<file path="config.mk">
export PLATFORM = sky130hd
export DESIGN_NAME = wmf_sorter
export DESIGN_NICKNAME = d
export VERILOG_FILES = /design/src/rtl/core/wmf_pkg.sv /design/src/rtl/core/wmf_sorter.sv
export SDC_FILE = /design/constraint.sdc
export NUM_CORES = 1
export LEC_CHECK = 0
export CAP_MARGIN = 10
export CORE_UTILIZATION = 34
export DETAILED_ROUTE_END_ITERATION = 8
export DONT_BUFFER_PORTS = 1
export GPL_TIMING_DRIVEN = 0
export PLACE_DENSITY = 0.56
export SLEW_MARGIN = 20
export SYNTH_ARGS = -nofsm -noshare
export SYNTH_HDL_FRONTEND = slang
export SYNTH_SLANG_ARGS = --single-unit
</file>
<file path="constraint.sdc">
create_clock -name clk -period 5.9 [get_ports clk]
set_input_delay 1.18 -clock clk [delete_from_list [all_inputs] [get_ports clk]]
set_output_delay 1.18 -clock clk [all_outputs]
set_load 0.05 [all_outputs]
</file>
<file path="src/rtl/core/wmf_pkg.sv">
`timescale 1ns / 1ps
`default_nettype none
// ----------------------------------------------------------------------------
// wmf_pkg: shared types and constants
// Field widths, register indexes, defaults and the window coordinate helper.
// ----------------------------------------------------------------------------
package wmf_pkg;

  localparam int PIX_W   = 8;
  localparam int COORD_W = 8;
  localparam int WIN_W   = 3;
  localparam int DIM_W   = 9;
  localparam int CFG_W   = 9;
  localparam int CFG_IDX_W = 2;

  // signed working width for window coordinates (covers dimensions up to 4096)
  localparam int CW    = 14;
  // signed offset width inside a window (-3 .. 3)
  localparam int OFF_W = 4;

  localparam int DEF_MAX_WIDTH  = 256;
  localparam int DEF_MAX_HEIGHT = 256;
  localparam int DEF_MAX_WINDOW = 7;

  localparam logic [CFG_IDX_W-1:0] REG_WINDOW_SIZE  = 2'd0;
  localparam logic [CFG_IDX_W-1:0] REG_FRAME_WIDTH  = 2'd1;
  localparam logic [CFG_IDX_W-1:0] REG_FRAME_HEIGHT = 2'd2;

  localparam logic FUNC_LOAD    = 1'b0;
  localparam logic FUNC_COMPUTE = 1'b1;

  localparam logic [WIN_W-1:0] RST_WINDOW = 3'd3;
  localparam logic [DIM_W-1:0] RST_DIM    = 9'd256;

  typedef struct packed {
    logic             clear;
    logic             insert;
    logic [PIX_W-1:0] value;
  } wmf_sort_ctrl_t;

  // Mirror about the centre, then clamp into [0, lim).
  function automatic logic signed [CW-1:0] place_axis(
    input logic signed [CW-1:0] centre,
    input logic signed [CW-1:0] off,
    input logic signed [CW-1:0] lim
  );
    logic signed [CW-1:0] c;
    c = centre + off;
    if (c < 0 || c >= lim) c = centre - off;
    if (c < 0) c = '0;
    if (c >= lim) c = lim - CW'(1);
    return c;
  endfunction

endpackage

`default_nettype wire

</file>
<file path="src/rtl/core/wmf_sorter.sv">
`timescale 1ns / 1ps
`default_nettype none
// ----------------------------------------------------------------------------
// wmf_sorter: insertion sort cell chain
// Insert one pixel per cycle into an ascending chain; read the middle cell.
// ----------------------------------------------------------------------------
module wmf_sorter #(
  parameter int MAX_WINDOW = 7
) (
  input  wire                        clk,
  input  wire                        rst_n,
  input  wmf_pkg::wmf_sort_ctrl_t    ctrl,
  input  wire  [wmf_pkg::WIN_W-1:0]  side,
  output logic [wmf_pkg::PIX_W-1:0]  median
);
  import wmf_pkg::*;

  localparam int N    = MAX_WINDOW * MAX_WINDOW;
  localparam int IDX3 = 4;
  localparam int IDX5 = (N > 12) ? 12 : 0;
  localparam int IDX7 = (N > 24) ? 24 : 0;

  logic [PIX_W-1:0] cell_r [N];
  logic [N-1:0]     vld_r;
  logic [N-1:0]     le;

  for (genvar i = 0; i < N; i++) begin : g_cell
    logic prev_le;
    assign le[i] = vld_r[i] && (cell_r[i] <= ctrl.value);
    if (i == 0) begin : g_first
      assign prev_le = 1'b1;
    end else begin : g_rest
      assign prev_le = le[i-1];
    end

    always_ff @(posedge clk) begin
      if (!rst_n || ctrl.clear) begin
        vld_r[i] <= 1'b0;
      end else if (ctrl.insert && !le[i]) begin
        if (prev_le) begin
          vld_r[i] <= 1'b1;
        end else begin
          vld_r[i] <= (i == 0) ? 1'b1 : vld_r[(i == 0) ? 0 : i-1];
        end
      end
    end

    always_ff @(posedge clk) begin
      if (ctrl.insert && !le[i]) begin
        // shift larger values up, drop the new one into its slot
        cell_r[i] <= prev_le ? ctrl.value : cell_r[(i == 0) ? 0 : i-1];
      end
    end
  end

  always_comb begin
    case (side)
      3'd3:    median = cell_r[IDX3];
      3'd5:    median = cell_r[IDX5];
      default: median = cell_r[IDX7];
    endcase
  end

endmodule

`default_nettype wire
</file>
Word-level counts from Yosys, hierarchy flattened:

Memories as Yosys holds them, arrays and structs flattened.
Index checks and enable logic that the tools add are counted.

* word-level logic and storage cells: 445
* output and inout port bits: 8
* input port bits: 15
* bits in writable memories: 392
* memories: 1
* flip-flop bits (word level): 49

Memories
* cell_r: words 49, bits a word 8, rd ports 49, clocked after memory_dff 0, write ports 49, RTL line wmf_sorter.sv:23 `logic [PIX_W-1:0] cell_r [N];`

* equal/unequal tests: 2
* reductions and logical operators: 149
* muxes and demuxes: 195
* magnitude comparators: 49

Operators by type and width (number)
* $le 8x8->1: 49
* $mux 8: 48
* $mux 1: 146
* $logic_and 1x1->1: 98
* $logic_not 1->1: 50
* $pmux 8 s2: 1
* $eq 3x2->1 const B: 1
* $eq 3x3->1 const B: 1
* $logic_or 1x1->1: 1

Longest topological paths before layout:

Gate-level depths: netlist (run 1).
An unclocked memory read counts as a cell.

* depth after elaboration: 7
* mapped depth: 9
* depth with buffers taken out: 7

Least setup slack after synthesis (run 1):

OpenSTA, ideal clock, no wires.

* path kind: in2out
* start point: input side[1] in the netlist's numbering
* end point: output median[0] in the netlist's numbering
* path buffers: 1
* arrival: 2.831 ns
* setup slack: 1.889 ns
* stages on the path: 4
* cells stage by stage: nand2b_1 clkbuf_1 a21boi_1 o21ai_0

* cells in the longest elaborated chain, start to end: 2
* elaborated cells on any way between the ends: 3

Ends and longest elaborated chain
* start: declaration: RTL line wmf_sorter.sv:13 `input wire [wmf_pkg::WIN_W-1:0] side,`
* $eq 3x3->1 / $eq 3x2->1 (equally long branches): RTL line wmf_sorter.sv:57 `case (side)`
* $pmux 8 s2 (*): RTL line wmf_sorter.sv:57
* end: declaration: RTL line wmf_sorter.sv:14 `output logic [wmf_pkg::PIX_W-1:0] median`

Mark *: on every way between the ends. The rest lies on a longest branch, timed or not.

Worst setup path in the final report (run 1):

* start point: input side[2] in the netlist's numbering
* end point: output median[7] in the netlist's numbering

Same word-level chain as after synthesis.

==> impl_metrics.prom, run 1 <==
# TYPE chip_impl_metric gauge
chip_impl_info{name="run_status",value="finished clean"} 1
chip_impl_metric{name="die-width",unit="um"} 215
chip_impl_metric{name="clock-skew-final",unit="ns"} 0.0331
chip_impl_metric{name="post-dp-hpwl",unit="mm"} 26.7
chip_impl_metric{name="initial_utilization",unit="%"} 34.7
chip_impl_metric{name="io_buffer_count",unit=""} 0
chip_impl_metric{name="grt_use_total",unit="%"} 16.8
chip_impl_metric{name="holdWs",unit="ns"} 0.515
chip_impl_metric{name="synth_fp_nets",unit=""} 1414
chip_impl_info{name="hp-class",value="flop to flop"} 1
chip_impl_metric{name="critical_path.max_fanout",unit=""} 9
chip_impl_metric{name="drc",unit=""} 0
chip_impl_metric{name="post_cts_resize_count",unit=""} 0
chip_impl_metric{name="route.antenna.remaining_nets",unit=""} 0
chip_impl_info{name="worst_hold_startpoint",value="vld_r[5]"} 1
chip_impl_metric{name="post_synth_instance_area",unit="um2"} 15400
chip_impl_metric{name="clockBufferDepth",unit=""} 3
chip_impl_metric{name="chipHeight",unit="um"} 215
chip_impl_metric{name="totalNegativeSetupSlack",unit="ns"} 0
chip_impl_info{name="timing.rr.start",value="cell_r[4][5]"} 1
chip_impl_metric{name="global_route.overflow_total",unit=""} 0
chip_impl_metric{name="dpl.cell_count",unit=""} 1797
chip_impl_metric{name="cts_buffers",unit=""} 27
chip_impl_metric{name="r2r_setup_slack",unit="ns"} 3.44
chip_impl_metric{name="final_nets",unit=""} 1449
chip_impl_metric{name="grt_antenna_before_repair",unit=""} 0
chip_impl_metric{name="r2r.worst_path.cells",unit=""} 7
chip_impl_metric{name="min_period_over_period",unit="%"} 74.6
chip_impl_metric{name="final_cells",unit=""} 1847
chip_impl_metric{name="setup_violations",unit=""} 0
chip_impl_info{name="setup_repair_after_global_routing_missed_its_margin",value="false"} 1
chip_impl_metric{name="drt-initial-drc-count",unit=""} 488
chip_impl_info{name="ctsRootBufferMaster",value="sky130_fd_sc_hd__clkbuf_16"} 1
chip_impl_info{name="critPathKind",value="primary input to output pin"} 1
chip_impl_info{name="cp-start-kind",value="primary input"} 1
chip_impl_metric{name="htreeDepth",unit=""} 1
chip_impl_metric{name="route.vias.total",unit=""} 9739
chip_impl_metric{name="ir_drop",unit="mV"} 0.189
chip_impl_metric{name="pre_cts_setup_slack",unit="ns"} 1.23
chip_impl_metric{name="slew_violations",unit=""} 0
chip_impl_metric{name="hold_path_depth",unit=""} 2
chip_impl_metric{name="synth-warning-count",unit=""} 0
chip_impl_metric{name="core_region_area",unit="um2"} 44500
chip_impl_metric{name="cts.repair_timing.setup_buffer_count",unit=""} 0
chip_impl_metric{name="finalWorstPathRequiredPeriod",unit="ns"} 4.40
chip_impl_metric{name="growth_of_design_area_from_synthesis_to_finish",unit="%"} 11.2
chip_impl_metric{name="timing.critical_path.required",unit="ns"} 4.72
chip_impl_metric{name="max_freq",unit="MHz"} 227
chip_impl_metric{name="timing_worst_slew_pin_value",unit="ns"} 1.12
chip_impl_metric{name="yosys_register_bits",unit=""} 225
chip_impl_metric{name="drt-total-wl",unit="mm"} 38.3
chip_impl_metric{name="synthesis.area_per_instance",unit="um2"} 12.9
chip_impl_info{name="hold_path_end",value="vld_r[6]"} 1
chip_impl_metric{name="design.die.area",unit="um2"} 46200
chip_impl_metric{name="grt_pass1_vias",unit=""} 9991
chip_impl_metric{name="power_per_cell_area",unit="nW/um2"} 243
chip_impl_info{name="crit_path_end_kind",value="output pin"} 1
chip_impl_metric{name="top_level_ports",unit=""} 23
chip_impl_metric{name="path_clk_slew",unit="ns"} 0.06
chip_impl_metric{name="ys_seq_area_share",unit="%"} 42.2
chip_impl_metric{name="drt-vias-per-instance",unit=""} 5.27
chip_impl_info{name="worst_r2r_endpoint",value="cell_r[4][0]"} 1
chip_impl_metric{name="first_pass_grt_wire_length",unit="mm"} 59.4
chip_impl_metric{name="finish.utilization",unit="%"} 38.5
chip_impl_metric{name="clock-sinks",unit=""} 225
chip_impl_metric{name="placementRows",unit=""} 77
chip_impl_metric{name="post_cts_hold_buffer_count",unit=""} 0
chip_impl_metric{name="worst_slew_margin_rel",unit="%"} 25.4
chip_impl_metric{name="drv.max_cap_violation_count",unit=""} 0
chip_impl_metric{name="post_synth_inst_count",unit=""} 1199
chip_impl_metric{name="grt_start_max_net_pins",unit=""} 33
chip_impl_metric{name="finalWorstSetupSlack",unit="ns"} 1.50
chip_impl_metric{name="drt_pre_antenna_iters",unit=""} 5
chip_impl_metric{name="globalplace.congestion",unit=""} 0.845
chip_impl_info{name="cts_tree",value="built"} 1
chip_impl_metric{name="wire_length_per_cell",unit="um"} 20.8
chip_impl_metric{name="static-leakage-power",unit="uW"} 0.00730
chip_impl_metric{name="insertedDiodeCount",unit=""} 0
chip_impl_metric{name="number_of_failing_hold_endpoints_at_the_final_stage",unit=""} 0
chip_impl_metric{name="synthDistinctLibCells",unit=""} 33
chip_impl_metric{name="clk_latency",unit="ns"} 0.58
chip_impl_metric{name="worstPathArrival",unit="ns"} 3.22
chip_impl_metric{name="final_layout_size_suffix_gt1_share",unit="%"} 28.8
==> area by class of cell <==
cell class / count / area (um2)
multi-input cells: 841 / 8250
repair buffers: 6 / 120
clock inverters: 15 / 136
fillers: 4223 / 27400
flip-flops and latches: 225 / 6510
clock buffers: 35 / 737
well taps: 592 / 741
inverters: 80 / 300
plain buffers: 53 / 372
==> where the power goes <==
group	switching (uW)	internal [uW]	leakage, uW
registers	57.8	1830	0.00216
clock network	694	971	0.000435
logic	332	280	0.00471
==> worst max-delay path by stage <==
stage	start	to	slack, ns	depth (start not counted)
finish	side[2]	median[7]	1.50	5
global placement	ctrl[7]	cell_r[3][4]	0.69	9
detailed placement	ctrl[7]	cell_r[3][5]	1.23	9
global route	side[2]	median[6]	1.43	5
CTS	side[2]	median[7]	1.57	5
floorplan	side[1]	median[0]	1.89	4
==> synth_stat cells <==
master                       n  share of area [%]
sky130_fd_sc_hd__and2_4     23                1.3
sky130_fd_sc_hd__a21boi_1    1              0.049
sky130_fd_sc_hd__o22ai_1     9               0.37
sky130_fd_sc_hd__or3_1       1              0.041
sky130_fd_sc_hd__buf_6      23                1.7
sky130_fd_sc_hd__nor2b_1     2              0.081
sky130_fd_sc_hd__o21bai_1    1              0.049
sky130_fd_sc_hd__mux2_2      8               0.58
sky130_fd_sc_hd__dfxtp_1    25                3.2
sky130_fd_sc_hd__nor2_1     10               0.24
sky130_fd_sc_hd__nand2b_1    4               0.16
sky130_fd_sc_hd__and4_4     23                1.7
sky130_fd_sc_hd__a211oi_1    1              0.049
sky130_fd_sc_hd__and2_2      1              0.049
sky130_fd_sc_hd__a31o_2     23                1.3
sky130_fd_sc_hd__o31ai_4     1               0.14
sky130_fd_sc_hd__o211ai_1    1              0.049
sky130_fd_sc_hd__a311oi_1   23                1.3
sky130_fd_sc_hd__nand3_1     1              0.032
sky130_fd_sc_hd__o31a_1      1              0.057
sky130_fd_sc_hd__and2_1     22               0.89
sky130_fd_sc_hd__o21ai_0    49                1.6
sky130_fd_sc_hd__a21oi_1   131                4.3
sky130_fd_sc_hd__clkbuf_1   30               0.73
sky130_fd_sc_hd__and4_1     23                1.3
sky130_fd_sc_hd__edfxtp_1  200                 39
sky130_fd_sc_hd__nand2_2    23               0.93
sky130_fd_sc_hd__inv_1      80                1.9
sky130_fd_sc_hd__nand2_1    49                1.2
sky130_fd_sc_hd__mux2_4    184                 18
sky130_fd_sc_hd__nand4_1     3               0.12
sky130_fd_sc_hd__a311o_1    23                1.5
sky130_fd_sc_hd__ha_1      200                 16
==> placed cells by master, fill, tap and decap left out, drive strengths merged <==
| master | instances |
|---|---|
| o21bai | 1 |
| ha | 200 |
| o31ai | 1 |
| a21boi | 1 |
| bufinv | 2 |
| nand3 | 1 |
| nor2b | 2 |
| mux2 | 192 |
| inv | 82 |
| or3 | 1 |
| a21oi | 131 |
| o22ai | 9 |
| and4 | 46 |
| nand2 | 72 |
| clkinv | 11 |
| a31o | 23 |
| nor2 | 10 |
| a311o | 23 |
| dfxtp | 25 |
| a311oi | 23 |
| edfxtp | 200 |
| o211ai | 1 |
| nand2b | 4 |
| and2 | 46 |
| o21ai | 49 |
| nand4 | 3 |
| buf | 29 |
| a211oi | 1 |
| o31a | 1 |
| clkbuf | 65 |
==> kinds of logic (layout without fill, tap and decap cells) <==
logic type,count (synthesis),count (layout),synth area share (%)
muxes,192,192,18.5
and+or+nand+nor,185,185,8.04
adders and majority gates,200,200,16.2
buffers and inverters,133,189,4.36
DFF,225,225,42.2
AOI/OAI and AO/OA,264,264,10.7
==> flip-flops by register name, summed over array words and instances, names as in the netlist <==
signal,flops
vld_r,25
cell_r,200
==> metal layers <==
| metal | track usage [%] | vias to the layer above | routed length (um) |
|---|---|---|---|
| met5 | 0 | - | 0 |
| li1 | - | 4690 | - |
| met3 | 3.48 | 50 | 2060 |
| met2 | 26.6 | 189 | 17100 |
| met4 | 3.40 | 0 | 665 |
| met1 | 23.5 | 4810 | 18500 |
==> worst max-delay path, cell delays in order <==
cell	delay, ns
sky130_fd_sc_hd__nand2b_1	0.27
sky130_fd_sc_hd__clkbuf_1	0.29
sky130_fd_sc_hd__a21boi_1	0.52
sky130_fd_sc_hd__nor2_1	0.08
sky130_fd_sc_hd__a21oi_1	0.87
==> metrics by stage <==
step	area, um2	power [uW]
4_1_cts	17200	4200
5_1_grt	17200	4340
3_3_place_gp	16200	2500
2_1_floorplan	15400	2350
3_5_place_dp	16300	2530
6_report	17200	4170
Note: power is estimated with default switching activity, not from simulation.
==> run 2, diff against run 1 <==
ABC_AREA = 1   (was unset)
clock period = 4.3 ns   (was 5.9 ns; I/O delays follow)
==> run 2 against run 1 <==
- wire length shrank 1.2%
- die area grew 0.81%
- critical path depth up 4
- critical path type is now primary input to flop
- critical endpoint is now cell_r[0][6]
- largest cell class unchanged
- largest power group unchanged
- highest routed layer unchanged
==> impl_metrics.prom, run 2 <==
# TYPE chip_impl_metric gauge
chip_impl_metric{name="largest_stage_delay_on_the_critical_path",unit="ns"} 0.68
chip_impl_metric{name="pwr-share-seq",unit="%"} 44.2
chip_impl_metric{name="finalWorstPathRequiredPeriod",unit="ns"} 3.14
chip_impl_metric{name="min_period_over_period",unit="%"} 73.1
chip_impl_metric{name="synthDistinctLibCells",unit=""} 28
chip_impl_metric{name="r2r.worst_path.cells",unit=""} 7
chip_impl_metric{name="p_sw",unit="uW"} 1840
chip_impl_metric{name="setup_violations",unit=""} 0
chip_impl_info{name="worst_r2r_endpoint",value="cell_r[0][6]"} 1
chip_impl_metric{name="yosys_register_bits",unit=""} 225
chip_impl_metric{name="ir_drop",unit="mV"} 0.324
chip_impl_metric{name="finish.utilization",unit="%"} 38.4
chip_impl_info{name="synthMostInstantiatedCell",value="sky130_fd_sc_hd__nand2_1"} 1
chip_impl_metric{name="grt_start_max_net_pins",unit=""} 35
chip_impl_metric{name="grt_pass1_vias",unit=""} 11000
chip_impl_metric{name="design.die.area",unit="um2"} 46600
chip_impl_metric{name="path_depth",unit=""} 9
chip_impl_info{name="crit_path_start",value="ctrl[7]"} 1
chip_impl_metric{name="worst_slew_margin_rel",unit="%"} 26.4
chip_impl_metric{name="largest_reg_flops",unit=""} 200
chip_impl_metric{name="timing_worst_slew_pin_value",unit="ns"} 1.10
chip_impl_metric{name="synth_fp_nets",unit=""} 1823
chip_impl_info{name="synth_top_cell_by_area",value="sky130_fd_sc_hd__edfxtp_1"} 1
chip_impl_metric{name="insertedDiodeCount",unit=""} 0
chip_impl_metric{name="drv.max_cap_violation_count",unit=""} 0
chip_impl_metric{name="final_nets",unit=""} 1851
chip_impl_metric{name="number_of_failing_hold_endpoints_at_the_final_stage",unit=""} 0
chip_impl_metric{name="drc",unit=""} 0
chip_impl_metric{name="netlist.area_leader.share",unit="%"} 38.6
chip_impl_metric{name="chipHeight",unit="um"} 216
chip_impl_metric{name="max_freq",unit="MHz"} 318
chip_impl_metric{name="worstPathArrival",unit="ns"} 3.31
chip_impl_metric{name="core_region_area",unit="um2"} 44700
chip_impl_metric{name="drt_pre_antenna_iters",unit=""} 5
chip_impl_info{name="largest_registers_in_the_final_layout",value="cell_r (200), vld_r (25)"} 1
chip_impl_metric{name="post-dp-hpwl",unit="mm"} 25.6
chip_impl_metric{name="ys_seq_area_share",unit="%"} 41.8
chip_impl_metric{name="htreeDepth",unit=""} 1
chip_impl_metric{name="r2r_setup_slack",unit="ns"} 2.09
chip_impl_metric{name="first_pass_grt_wire_length",unit="mm"} 60.4
chip_impl_info{name="critPathKind",value="primary input to flop"} 1
chip_impl_info{name="crit_slowest_cell",value="sky130_fd_sc_hd__buf_4"} 1
chip_impl_metric{name="route.vias.total",unit=""} 11000
chip_impl_metric{name="drt-initial-drc-count",unit=""} 547
chip_impl_metric{name="comb_power_share",unit="%"} 20.0
chip_impl_metric{name="clock_power_share",unit="%"} 35.8
chip_impl_info{name="synth_top_flop_cell",value="sky130_fd_sc_hd__edfxtp_1"} 1
chip_impl_metric{name="static-leakage-power",unit="uW"} 0.00793
chip_impl_metric{name="timing.critical_path.required",unit="ns"} 4.47
chip_impl_info{name="setup_repair_after_global_routing_missed_its_margin",value="false"} 1
chip_impl_metric{name="cts.repair_timing.setup_buffer_count",unit=""} 0
chip_impl_metric{name="clockBufferDepth",unit=""} 3
chip_impl_info{name="timing.critical_path.mode_cell",value="sky130_fd_sc_hd__nand2_1"} 1
chip_impl_metric{name="worstPathBufferInverterCount",unit=""} 2
chip_impl_info{name="registers.top_by_ff_count",value="cell_r"} 1
chip_impl_metric{name="slew_violations",unit=""} 0
chip_impl_metric{name="placementRows",unit=""} 77
chip_impl_metric{name="synthesis.area_per_instance",unit="um2"} 9.67
chip_impl_metric{name="cts_buffers",unit=""} 26
chip_impl_metric{name="wire_length_per_cell",unit="um"} 16.8
chip_impl_metric{name="holdWs",unit="ns"} 0.418
chip_impl_metric{name="post_cts_hold_buffer_count",unit=""} 0
chip_impl_metric{name="switching_share",unit="%"} 29.6
chip_impl_metric{name="synth-warning-count",unit=""} 0
chip_impl_info{name="netlist_top_cells_area",value="sky130_fd_sc_hd__edfxtp_1 (39%), sky130_fd_sc_hd__ha_1 (16%), sky130_fd_sc_hd__o21ai_2 (10%), sky130_fd_sc_hd__nand2_1 (10%), sky130_fd_sc_hd__nand2_2 (3.3%)"} 1
chip_impl_info{name="cp-start-kind",value="primary input"} 1
chip_impl_info{name="synth.top_cells.by_count",value="sky130_fd_sc_hd__nand2_1 (413), sky130_fd_sc_hd__edfxtp_1 (200), sky130_fd_sc_hd__ha_1 (200)"} 1
chip_impl_info{name="final_common_cell",value="sky130_fd_sc_hd__nand2_1"} 1
chip_impl_metric{name="final_layout_size_suffix_gt1_share",unit="%"} 25.8
chip_impl_metric{name="growth_of_design_area_from_synthesis_to_finish",unit="%"} 10.3
chip_impl_info{name="cts_tree",value="built"} 1
chip_impl_info{name="setup.worst_path.end",value="cell_r[0][6]"} 1
chip_impl_metric{name="grt_use_total",unit="%"} 16.4
chip_impl_metric{name="die-width",unit="um"} 216
chip_impl_metric{name="clk_latency",unit="ns"} 0.54
chip_impl_info{name="crit_path_end_kind",value="flop"} 1
chip_impl_metric{name="post_cts_resize_count",unit=""} 0
chip_impl_metric{name="initial_utilization",unit="%"} 34.8
chip_impl_info{name="hp-class",value="primary input to flop"} 1
chip_impl_metric{name="globalplace.congestion",unit=""} 0.780
chip_impl_info{name="ctsRootBufferMaster",value="sky130_fd_sc_hd__clkbuf_16"} 1
chip_impl_info{name="mostFrequentLayoutCells",value="sky130_fd_sc_hd__nand2_1 (413), sky130_fd_sc_hd__ha_1 (200), sky130_fd_sc_hd__edfxtp_1 (200)"} 1
chip_impl_metric{name="clock-sinks",unit=""} 225
chip_impl_metric{name="drt-total-wl",unit="mm"} 37.9
chip_impl_metric{name="critical_path.max_fanout",unit=""} 34
chip_impl_metric{name="filler_cell_count_in_the_final_layout",unit=""} 4433
chip_impl_metric{name="totalNegativeSetupSlack",unit="ns"} 0
chip_impl_metric{name="synthArstFlopShare",unit="%"} 0
chip_impl_metric{name="route.antenna.remaining_nets",unit=""} 0
chip_impl_metric{name="post_synth_inst_count",unit=""} 1608
chip_impl_info{name="timing.rr.start",value="cell_r[0][7]"} 1
chip_impl_metric{name="drt-vias-per-instance",unit=""} 4.88
chip_impl_metric{name="path_clk_slew",unit="ns"} 0.06
chip_impl_metric{name="clock-skew-final",unit="ns"} 0.00935
chip_impl_metric{name="grt_antenna_before_repair",unit=""} 0
chip_impl_metric{name="power_per_cell_area",unit="nW/um2"} 363
chip_impl_metric{name="post_synth_instance_area",unit="um2"} 15500
chip_impl_metric{name="global_route.overflow_total",unit=""} 0
chip_impl_info{name="run_status",value="finished clean"} 1
chip_impl_metric{name="cellInternalPower",unit="uW"} 4390
chip_impl_metric{name="synth_enable_flop_cells",unit=""} 200
chip_impl_info{name="critical-path-top-delay-family",value="buffers and inverters"} 1
chip_impl_info{name="crit_chain",value="inv_1 -> buf_4 -> ha_1 -> nand2_1 -> nor2_1 -> nand2_1 -> nand2_1 -> nand2_2 -> a21oi_1"} 1
chip_impl_metric{name="io_buffer_count",unit=""} 0
chip_impl_metric{name="top_level_ports",unit=""} 23
[run 2: cell types whose count changed after synthesis, sizes merged, moves of 66 or more]
| cell | change |
|---|---|
| nand2 | +447 |
| mux2 | -192 |
| o21ai | +136 |
| inv | +80 |
| nor2 | +66 |
[run 2: power groups by stage]
stage | Clock, uW | Sequential [uW] | Combinational (uW)
after floorplan | 0 | 2740 | 996
after global placement | 0 | 2800 | 1210
after detailed placement | 0 | 2800 | 1250
after CTS | 2270 | 2760 | 1260
after global routing | 2360 | 2770 | 1420
final | 2230 | 2750 | 1250
[run 2: layout make-up]
type,count,area [um2],share of cell area (%)
Buffer,50,459,2.68
Multi-Input combinational cell,1173,8000,46.7
Clock inverter,16,149,0.868
Tap cell,592,741,4.32
Inverter,160,601,3.50
Sequential cell,225,6510,37.9
Clock buffer,32,694,4.05
[run 2: worst min path at each step]
stage / start / to / depth (start not counted)
after floorplan: cell_r[0][0] / cell_r[1][0] / 2
after global placement: cell_r[0][0] / cell_r[1][0] / 2
after global routing: ctrl[7] / cell_r[0][7] / 0
final: ctrl[7] / cell_r[0][7] / 0
after detailed placement: cell_r[0][0] / cell_r[1][0] / 2
after CTS: ctrl[7] / cell_r[0][7] / 0
[run 2: per-layer routing]
layer	vias to the layer above	track usage [%]	part of all wire, %
li1	5602	-	-
met1	5203	21.9	47
met2	131	28.5	49
met3	44	2.04	3.1
met4	0	3.10	1.6
met5	-	0	0
[run 2: logic make-up after synthesis]
logic type | count (synthesis) | synth area share (%)
compound gates | 312 | 14.9
flops | 225 | 41.8
fa+ha+maj | 200 | 16.1
simple gates | 661 | 20.5
buf+inv | 210 | 6.70
[run 2: worst reg2reg max path: stages, from the launching register on]
cell                       delay, ns
sky130_fd_sc_hd__edfxtp_1       0.40
sky130_fd_sc_hd__ha_1           0.32
sky130_fd_sc_hd__nand2_1        0.07
sky130_fd_sc_hd__nor2_1         0.14
sky130_fd_sc_hd__nand2_1        0.07
sky130_fd_sc_hd__nand2_1        0.06
sky130_fd_sc_hd__nand2_2        0.13
sky130_fd_sc_hd__a21oi_1        0.64
[run 2: metrics by stage]
stage	area, um2	total power, uW	worst slack, ns	instances
finish	17200	6230	1.16	2248
global route	17200	6550	0.876	2248
CTS	17100	6290	0.879	2248
detailed placement	16300	4050	0.323	2200
global placement	16300	4010	0.120	2200
floorplan	15500	3740	1.22	1608
